## config.mk

```make
export PLATFORM = sky130hd
export DESIGN_NAME = sha256_byte_stream_hasher_flat
export DESIGN_NICKNAME = d
export VERILOG_FILES = /design/src/rtl/core/sha_pkg.sv /design/src/rtl/core/sha_if.sv /design/src/rtl/core/sha_datapath.sv /design/src/rtl/core/sha_ctrl.sv /design/src/rtl/core/sha256_byte_stream_hasher.sv /design/src/flat_wrapper.sv
export SDC_FILE = /design/constraint.sdc
export NUM_CORES = 2
export LEC_CHECK = 0
export BUFFER_PORTS_ARGS = -buffer_cell sky130_fd_sc_hd__clkbuf_2
export CAP_MARGIN = 20
export CORE_MARGIN = 2
export CORE_UTILIZATION = 50
export DETAILED_ROUTE_END_ITERATION = 8
export GPL_TIMING_DRIVEN = 0
export HOLD_SLACK_MARGIN = 0.1
export PLACE_DENSITY = 0.68
export RECOVER_POWER = 50
export SYNTH_ARGS = -nofsm -noshare
export SYNTH_HDL_FRONTEND = slang
export SYNTH_HIERARCHICAL = 1
export SYNTH_SLANG_ARGS = --single-unit
```

## constraint.sdc

```tcl
create_clock -name clk -period 13 [get_ports clk]
set_input_delay 0.65 -clock clk [delete_from_list [all_inputs] [get_ports clk]]
set_output_delay 0.65 -clock clk [all_outputs]
set_load 0.02 [all_outputs]
```

## src/rtl/core/sha_pkg.sv

```systemverilog
`timescale 1ns / 1ps
`default_nettype none
// ----------------------------------------------------------------------------
// sha_pkg
// shared types, round constants and mixing functions of the sha-256 hasher
// ----------------------------------------------------------------------------
package sha_pkg;

	localparam int unsigned BlockBytes = 64;
	localparam int unsigned Rounds     = 64;
	localparam int unsigned LenStart   = 56;
	localparam logic [7:0]  PadByte    = 8'h80;

	localparam logic [31:0] K_TAB [Rounds] = '{
		32'h428a2f98, 32'h71374491, 32'hb5c0fbcf, 32'he9b5dba5,
		32'h3956c25b, 32'h59f111f1, 32'h923f82a4, 32'hab1c5ed5,
		32'hd807aa98, 32'h12835b01, 32'h243185be, 32'h550c7dc3,
		32'h72be5d74, 32'h80deb1fe, 32'h9bdc06a7, 32'hc19bf174,
		32'he49b69c1, 32'hefbe4786, 32'h0fc19dc6, 32'h240ca1cc,
		32'h2de92c6f, 32'h4a7484aa, 32'h5cb0a9dc, 32'h76f988da,
		32'h983e5152, 32'ha831c66d, 32'hb00327c8, 32'hbf597fc7,
		32'hc6e00bf3, 32'hd5a79147, 32'h06ca6351, 32'h14292967,
		32'h27b70a85, 32'h2e1b2138, 32'h4d2c6dfc, 32'h53380d13,
		32'h650a7354, 32'h766a0abb, 32'h81c2c92e, 32'h92722c85,
		32'ha2bfe8a1, 32'ha81a664b, 32'hc24b8b70, 32'hc76c51a3,
		32'hd192e819, 32'hd6990624, 32'hf40e3585, 32'h106aa070,
		32'h19a4c116, 32'h1e376c08, 32'h2748774c, 32'h34b0bcb5,
		32'h391c0cb3, 32'h4ed8aa4a, 32'h5b9cca4f, 32'h682e6ff3,
		32'h748f82ee, 32'h78a5636f, 32'h84c87814, 32'h8cc70208,
		32'h90befffa, 32'ha4506ceb, 32'hbef9a3f7, 32'hc67178f2
	};

	localparam logic [31:0] IV_TAB [8] = '{
		32'h6a09e667, 32'hbb67ae85, 32'h3c6ef372, 32'ha54ff53a,
		32'h510e527f, 32'h9b05688c, 32'h1f83d9ab, 32'h5be0cd19
	};

	typedef enum logic [2:0] {
		ST_IDLE,
		ST_ROUND,
		ST_FOLD,
		ST_PAD,
		ST_EMIT
	} state_t;

	typedef enum logic [1:0] {
		SEL_DATA,
		SEL_PAD,
		SEL_ZERO,
		SEL_LEN
	} byte_sel_t;

	typedef struct packed {
		logic      shift_en;
		byte_sel_t sel;
		logic      count_inc;
		logic      init_work;
		logic      round_en;
		logic [5:0] rnd;
		logic [2:0] len_idx;
		logic      fold;
		logic      restart;
		logic [2:0] word_idx;
	} cmd_t;

	function automatic logic [31:0] rotr(input logic [31:0] x, input int unsigned n);
		rotr = (x >> n) | (x << (32 - n));
	endfunction

	function automatic logic [31:0] big_s0(input logic [31:0] x);
		big_s0 = rotr(x, 2) ^ rotr(x, 13) ^ rotr(x, 22);
	endfunction

	function automatic logic [31:0] big_s1(input logic [31:0] x);
		big_s1 = rotr(x, 6) ^ rotr(x, 11) ^ rotr(x, 25);
	endfunction

	function automatic logic [31:0] sm_s0(input logic [31:0] x);
		sm_s0 = rotr(x, 7) ^ rotr(x, 18) ^ (x >> 3);
	endfunction

	function automatic logic [31:0] sm_s1(input logic [31:0] x);
		sm_s1 = rotr(x, 17) ^ rotr(x, 19) ^ (x >> 10);
	endfunction

endpackage
`default_nettype wire

```

## src/rtl/core/sha_if.sv

```systemverilog
`timescale 1ns / 1ps
`default_nettype none
// ----------------------------------------------------------------------------
// sha_in_if / sha_out_if
// valid-ready channels for message items and digest items
// ----------------------------------------------------------------------------
interface sha_in_if;
	logic       valid;
	logic       ready;
	logic       kind;
	logic [7:0] data_byte;
	modport source (output valid, kind, data_byte, input ready);
	modport sink   (input valid, kind, data_byte, output ready);
endinterface

interface sha_out_if;
	logic        valid;
	logic        ready;
	logic [31:0] digest_word;
	logic [2:0]  word_index;
	logic        last;
	modport source (output valid, digest_word, word_index, last, input ready);
	modport sink   (input valid, digest_word, word_index, last, output ready);
endinterface
`default_nettype wire

```

## src/rtl/core/sha_datapath.sv

```systemverilog
`timescale 1ns / 1ps
`default_nettype none
// ----------------------------------------------------------------------------
// sha_datapath
// block shift register, message schedule, round unit, hash state, bit count
// ----------------------------------------------------------------------------
module sha_datapath (
	input  wire logic          clk,
	input  wire logic          arst_n,
	input  wire sha_pkg::cmd_t cmd,
	input  wire logic [7:0]    data_byte,
	output logic [31:0]        digest_word
);
	import sha_pkg::*;

	logic [511:0] block_q;
	logic [31:0]  work_q [8];
	logic [31:0]  hash_q [8];
	logic [63:0]  count_q;

	logic [7:0]  byte_in;
	logic [5:0]  len_sh;
	logic [31:0] w_new, t1, t2;

	always_comb begin
		len_sh = {3'd7 - cmd.len_idx, 3'b000};
		case (cmd.sel)
			SEL_DATA: byte_in = data_byte;
			SEL_PAD:  byte_in = PadByte;
			SEL_LEN:  byte_in = 8'(count_q >> len_sh);
			default:  byte_in = 8'h00;
		endcase
	end

	// schedule word for the round after the current window
	assign w_new = sm_s1(block_q[63:32]) + block_q[223:192] + sm_s0(block_q[479:448])
		+ block_q[511:480];

	assign t1 = work_q[7] + big_s1(work_q[4])
		+ ((work_q[4] & work_q[5]) ^ (~work_q[4] & work_q[6]))
		+ K_TAB[cmd.rnd] + block_q[511:480];
	assign t2 = big_s0(work_q[0])
		+ ((work_q[0] & work_q[1]) ^ (work_q[0] & work_q[2]) ^ (work_q[1] & work_q[2]));

	always_ff @(posedge clk) begin
		if (cmd.shift_en) begin
			block_q <= {block_q[503:0], byte_in};
		end else if (cmd.round_en) begin
			block_q <= {block_q[479:0], w_new};
		end
	end

	always_ff @(posedge clk) begin
		if (cmd.init_work) begin
			work_q <= hash_q;
		end else if (cmd.round_en) begin
			work_q[0] <= t1 + t2;
			work_q[1] <= work_q[0];
			work_q[2] <= work_q[1];
			work_q[3] <= work_q[2];
			work_q[4] <= work_q[3] + t1;
			work_q[5] <= work_q[4];
			work_q[6] <= work_q[5];
			work_q[7] <= work_q[6];
		end
	end

	always_ff @(posedge clk or negedge arst_n) begin
		if (!arst_n) begin
			hash_q  <= IV_TAB;
			count_q <= '0;
		end else begin
			if (cmd.restart) begin
				hash_q  <= IV_TAB;
				count_q <= '0;
			end else begin
				if (cmd.fold) begin
					for (int i = 0; i < 8; i++) hash_q[i] <= hash_q[i] + work_q[i];
				end
				if (cmd.count_inc) count_q <= count_q + 64'd8;
			end
		end
	end

	assign digest_word = hash_q[cmd.word_idx];

endmodule
`default_nettype wire

```

## src/rtl/core/sha_ctrl.sv

```systemverilog
`timescale 1ns / 1ps
`default_nettype none
// ----------------------------------------------------------------------------
// sha_ctrl
// sequencer for byte gathering, padding, compression rounds and digest output
// ----------------------------------------------------------------------------
module sha_ctrl (
	input  wire logic    clk,
	input  wire logic    arst_n,
	input  wire logic    in_valid,
	input  wire logic    in_kind,
	output logic         in_ready,
	output logic         out_valid,
	input  wire logic    out_ready,
	output sha_pkg::cmd_t cmd
);
	import sha_pkg::*;

	state_t     state_q, state_d;
	logic [5:0] fill_q, rnd_q;
	logic [2:0] word_q;
	logic       fin_q, wrap_q, last_blk_q;
	logic       in_fire, out_fire;

	assign in_ready  = (state_q == ST_IDLE);
	assign out_valid = (state_q == ST_EMIT);
	assign in_fire   = in_valid && in_ready;
	assign out_fire  = out_valid && out_ready;

	// next state
	always_comb begin
		state_d = state_q;
		unique case (state_q)
			ST_IDLE: begin
				if (in_fire && fill_q == 6'd63) state_d = ST_ROUND;
				else if (in_fire && in_kind) state_d = ST_PAD;
			end
			ST_ROUND: begin
				if (rnd_q == 6'(Rounds - 1)) state_d = ST_FOLD;
			end
			ST_FOLD: begin
				if (!fin_q) state_d = ST_IDLE;
				else if (last_blk_q) state_d = ST_EMIT;
				else state_d = ST_PAD;
			end
			ST_PAD: begin
				if (fill_q == 6'd63) state_d = ST_ROUND;
			end
			ST_EMIT: begin
				if (out_fire && word_q == 3'd7) state_d = ST_IDLE;
			end
			default: state_d = ST_IDLE;
		endcase
	end

	// commands
	always_comb begin
		cmd          = '0;
		cmd.sel      = SEL_ZERO;
		cmd.rnd      = rnd_q;
		cmd.len_idx  = fill_q[2:0];
		cmd.word_idx = word_q;
		unique case (state_q)
			ST_IDLE: begin
				cmd.shift_en  = in_fire;
				cmd.sel       = in_kind ? SEL_PAD : SEL_DATA;
				cmd.count_inc = in_fire && !in_kind;
				cmd.init_work = in_fire && fill_q == 6'd63;
			end
			ST_ROUND: cmd.round_en = 1'b1;
			ST_FOLD:  cmd.fold = 1'b1;
			ST_PAD: begin
				cmd.shift_en  = 1'b1;
				cmd.sel       = (!wrap_q && fill_q >= 6'(LenStart)) ? SEL_LEN : SEL_ZERO;
				cmd.init_work = (fill_q == 6'd63);
			end
			ST_EMIT: cmd.restart = out_fire && word_q == 3'd7;
			default: ;
		endcase
	end

	always_ff @(posedge clk or negedge arst_n) begin
		if (!arst_n) begin
			state_q    <= ST_IDLE;
			fill_q     <= '0;
			rnd_q      <= '0;
			word_q     <= '0;
			fin_q      <= 1'b0;
			wrap_q     <= 1'b0;
			last_blk_q <= 1'b0;
		end else begin
			state_q <= state_d;
			if (cmd.shift_en) fill_q <= fill_q + 6'd1;
			if (cmd.round_en) rnd_q <= rnd_q + 6'd1;
			if (out_fire) word_q <= word_q + 3'd1;
			if (state_q == ST_IDLE && in_fire) begin
				fin_q      <= in_kind;
				// 0x80 leaves no room for the length: an extra block follows
				wrap_q     <= in_kind && fill_q >= 6'(LenStart) && fill_q != 6'd63;
				last_blk_q <= 1'b0;
			end
			if (state_q == ST_PAD && fill_q == 6'd63) begin
				wrap_q     <= 1'b0;
				last_blk_q <= !wrap_q;
			end
		end
	end

	property p_round_run;
		@(posedge clk) disable iff (!arst_n)
		state_q == ST_ROUND && rnd_q != 6'd63 |=> state_q == ST_ROUND;
	endproperty
	a_round_run: assert property (p_round_run) else $error("round run cut short");

	property p_emit_aligned;
		@(posedge clk) disable iff (!arst_n)
		state_q == ST_EMIT |-> fill_q == 6'd0 && rnd_q == 6'd0;
	endproperty
	a_emit_aligned: assert property (p_emit_aligned) else $error("digest out of block sync");

	property p_fold_after_rounds;
		@(posedge clk) disable iff (!arst_n)
		state_q == ST_FOLD |-> $past(state_q) == ST_ROUND && $past(rnd_q) == 6'd63;
	endproperty
	a_fold_after_rounds: assert property (p_fold_after_rounds) else $error("fold without rounds");

endmodule
`default_nettype wire

```

## src/rtl/core/sha256_byte_stream_hasher.sv

```systemverilog
`timescale 1ns / 1ps
`default_nettype none
// ----------------------------------------------------------------------------
// sha256_byte_stream_hasher
// sha-256 over a byte stream, eight digest words per finish item
// ----------------------------------------------------------------------------
// message byte: shifted in when taken; the 64th byte of a block starts the 64 rounds, then the fold
// finish item: padding bytes shifted one per cycle, then the rounds and the fold for each block
// (one or two blocks), then eight digest items, one per cycle when taken
// no byte is taken while a block's rounds and fold run on the single shared round unit
// reset: hash state to the initial values, bit count zero, controller idle
module sha256_byte_stream_hasher (
	input  wire logic clk,
	input  wire logic arst_n,
	sha_in_if.sink    msg,
	sha_out_if.source digest
);
	import sha_pkg::*;

	cmd_t cmd;

	// controller: byte fill, padding sequence, round count, word index
	sha_ctrl u_ctrl (
		.clk       (clk),
		.arst_n    (arst_n),
		.in_valid  (msg.valid),
		.in_kind   (msg.kind),
		.in_ready  (msg.ready),
		.out_valid (digest.valid),
		.out_ready (digest.ready),
		.cmd       (cmd)
	);

	// datapath: block window, round registers, hash words, bit count
	sha_datapath u_dp (
		.clk         (clk),
		.arst_n      (arst_n),
		.cmd         (cmd),
		.data_byte   (msg.data_byte),
		.digest_word (digest.digest_word)
	);

	// word index and last flag follow the controller's output counter
	assign digest.word_index = cmd.word_idx;
	assign digest.last       = (cmd.word_idx == 3'd7);

endmodule
`default_nettype wire
```

## src/flat_wrapper.sv

```systemverilog
// flat-port wrapper written by rule: the top's interface ports become plain ports
module sha256_byte_stream_hasher_flat import sha_pkg::*;
  (clk, arst_n, msg_valid, msg_kind, msg_data_byte, msg_ready, digest_valid, digest_digest_word, digest_word_index, digest_last, digest_ready);
  sha_in_if msg_i ();
  sha_out_if digest_i ();
  input  wire logic clk;
  input  wire logic arst_n;
  input wire logic [$bits(msg_i.valid)-1:0] msg_valid;
  input wire logic [$bits(msg_i.kind)-1:0] msg_kind;
  input wire logic [$bits(msg_i.data_byte)-1:0] msg_data_byte;
  output wire logic [$bits(msg_i.ready)-1:0] msg_ready;
  output wire logic [$bits(digest_i.valid)-1:0] digest_valid;
  output wire logic [$bits(digest_i.digest_word)-1:0] digest_digest_word;
  output wire logic [$bits(digest_i.word_index)-1:0] digest_word_index;
  output wire logic [$bits(digest_i.last)-1:0] digest_last;
  input wire logic [$bits(digest_i.ready)-1:0] digest_ready;
  assign msg_i.valid = msg_valid;
  assign msg_i.kind = msg_kind;
  assign msg_i.data_byte = msg_data_byte;
  assign msg_ready = msg_i.ready;
  assign digest_valid = digest_i.valid;
  assign digest_digest_word = digest_i.digest_word;
  assign digest_word_index = digest_i.word_index;
  assign digest_last = digest_i.last;
  assign digest_i.ready = digest_ready;
  sha256_byte_stream_hasher u_core (.clk(clk), .arst_n(arst_n), .msg(msg_i), .digest(digest_i));
endmodule
```

==> out/metrics.yaml <==
fp.dieW_um: 393.8
drtIter0Drc: 6578
async_flop_share: 0.3056
setup_tns_ns: 0
rows: 143
period_share: 0.9554
rr_startpoint: "u_core/u_ctrl/rnd_q[0]"
synthesis.nets: 7511
antenna_found_initial: 10
portBuffers: 50
outcome: "complete, but fails checks"
cp-start-kind: "flop"
wl_per_cell_um: 29.59
final-setup-viol-count: 0
cp_slowest_cell: "clkinv_1"
required_ns: 13.49
grt_pass1_vias: 57550
nets: 7745
viasPerCell: 6.314
grt_use_total: 0.3472
hold_start: "msg_kind"
htree_levels: 3
maxCapViolCount: 11
synth_seq_cells: 1106
clk_latency_ns: 0.79
syn_area_per_cell_um2: 11.00
tightest_slew_ns: 5.786
whs_endpoint: "u_core/u_ctrl/wrap_q"
slew_violations: 420
ys_types: 101
synthFlopType: "edfxtp_1"
max_freq_mhz: 80.52
yosysSeqAreaShare: 0.4171
gp_congestion: 1.007
layout-drive-gt1-share: 0.1701
cpMostUsedCell: "fa_1"
die_area_um2: 155100
crit_fanout: 14
grt_setup_unrepaired: "no"
drc_errors: 0
cts_tree: "built"
crit_type: "reg2reg"
hold_viol: 0
die_y_um: 393.8
yosys_warnings: 6
critPathMaxStageDelay_ns: 0.75
yosys-top-cells-area: "edfxtp_1 30%, mux2_2 11%, dfrtp_1 6.7%"
cts.sinks: 1106
synth_cells: 6908
cts_buffers: 121
crit_path_end_kind: "flop"
syn-cell-area_um2: 75980
gr-total-overflow: 0
clkTransAtPathRegs_ns: 0.07
num_vias: 58600
post_cts.repair.setup_buffers: 0
clock_path_buffers: 3
area_growth_syn_to_layout_pct: 10.28
totalWireLength_um: 274600
synth_enable_flop_cells: 768
grt_pass1_wl_um: 394100
final_common_cell: "edfxtp_1"
finClkSkew_ns: 0.04210
dr.pass1.iters: 8
hpwlAfterDp_um: 213200
hold_path_class: "in2reg"
layout_common_cells: "768 x edfxtp_1, 688 x mux2_2, 488 x nand2_1"
regToRegSetupSlack_ns: 0.58
ant_nets: 0
failed_checks: "max-capacitance violations, max-slew violations"
start_util: 0.5019
synth_area_leader_cell: "edfxtp_1"
grt_max_degree: 92
clockRootBuffer: "clkbuf_16"
crit_arrival_ns: 12.91
core_um2: 151400
ioPinCount: 51
r2r_end: "u_core/u_dp/work_q[255]"
ff2ff_path_depth: 34
holdPathStages: 3
relSlewSlack: -2.858
synth_top_area_frac: 0.3035
final.min_clock_period_ns: 12.42
==> how the worst max path moves through the flow <==
| stage | slack [ns] | start | end | cells after the start |
|---|---|---|---|---|
| after floorplan | 3.79 | msg_valid | u_core/u_dp/block_q[0] | 7 |
| after detailed placement | 1.05 | u_core/u_ctrl/rnd_q[0] | u_core/u_dp/work_q[255] | 34 |
| after CTS | 1.0 | u_core/u_ctrl/rnd_q[0] | u_core/u_dp/work_q[255] | 34 |
| final | 0.58 | u_core/u_ctrl/rnd_q[0] | u_core/u_dp/work_q[255] | 34 |
| after global routing | 0.50 | u_core/u_ctrl/rnd_q[0] | u_core/u_dp/work_q[255] | 34 |
| after global placement | 0.02 | msg_valid | u_core/u_dp/block_q[356] | 8 |
==> critical path, delay by kind of cell (launching register included) <==
family	cells	cell delay (ns)
compound gates	13	4.03
xor+xnor	2	0.67
fa+ha+maj	7	3.15
buf+inv	6	2.28
flops	1	0.53
simple gates	6	1.42
==> timing repair <==
action | 4_1_cts | 5_1_grt
hold buffers | 1 | 0
resized for setup | 0 | 0
endpoints found under the hold margin | 45 | 0
==> layer usage <==
layer | track usage | vias up | routed length [µm]
met5 | 0 | - | 19
met4 | 0.2271 | 4 | 22210
li1 | - | 25650 | -
met2 | 0.5520 | 2957 | 124500
met3 | 0.06047 | 751 | 23430
met1 | 0.4374 | 29240 | 104500
==> area by class of cell <==
type | instances | area (µm²)
Antenna cell | 4 | 10.01
Buffer | 308 | 1189
Clock buffer | 157 | 3274
Clock inverter | 72 | 908.4
Fill cell | 12970 | 67580
Inverter | 392 | 1471
Multi-Input combinational cell | 5102 | 41620
Sequential cell | 1106 | 31690
Tap cell | 2030 | 2540
Timing Repair Buffer | 111 | 1091
==> synth_stat cells (all sizes together) (32+ instances only) <==
library cell / n
o21ai: 457
or3: 42
fa: 195
nand2: 488
nand3: 89
o21bai: 64
nand2b: 48
o31ai: 32
nor2b: 43
dfstp: 136
xor2: 239
dfrtp: 202
mux2i: 106
mux2: 715
inv: 388
xnor2: 367
ha: 395
and3: 50
o21a: 52
nor3: 82
a21oi: 449
buf: 35
mux4: 86
a31oi: 55
edfxtp: 768
a21o: 180
clkbuf: 273
o211ai: 48
nor2: 425
a211oi: 51
==> per-stage QoR <==
step | cell area (µm²) | hold slack (ns) | instances | utilization | setup WS (ns)
floorplan | 75980 | 0.3544 | 6908 | - | 3.791
global placement | 78770 | 0.4583 | 8988 | 0.5204 | 0.02472
detailed placement | 79900 | 0.4797 | 9047 | 0.5278 | 1.050
CTS | 84090 | 0.1298 | 9277 | 0.5555 | 0.9978
global route | 83780 | 0.1714 | 9278 | 0.5535 | 0.5013
finish | 83790 | 0.1845 | 9282 | 0.5536 | 0.5803
==> sequential cells by signal, summed over array words and instances, names as in the netlist <==
register and cells:
u_core/u_ctrl/word_q 3, u_core/u_ctrl/last_blk_q 1, u_core/u_dp/block_q 512, u_core/u_dp/hash_q 256, u_core/u_ctrl/rnd_q 6, u_core/u_dp/work_q 256
u_core/u_ctrl/wrap_q 1, u_core/u_ctrl/fin_q 1, u_core/u_dp/count_q 61, u_core/u_ctrl/state_q 3, u_core/u_ctrl/fill_q 6
==> cells by family after synthesis <==
kind of cell | count (synthesis) | share of synthesized area
XOR/XNOR | 608 | 0.07045
AO/OA/AOI/OAI | 1592 | 0.1307
buffers and inverters | 700 | 0.03493
adder cells (fa/ha/maj) | 595 | 0.1171
AND/OR/NAND/NOR | 1400 | 0.08427
multiplexers | 907 | 0.1454
flip-flops | 1106 | 0.4171
Power is not shown: default switching activity piles up to over one toggle a cycle in this logic, so the estimate is an artifact.
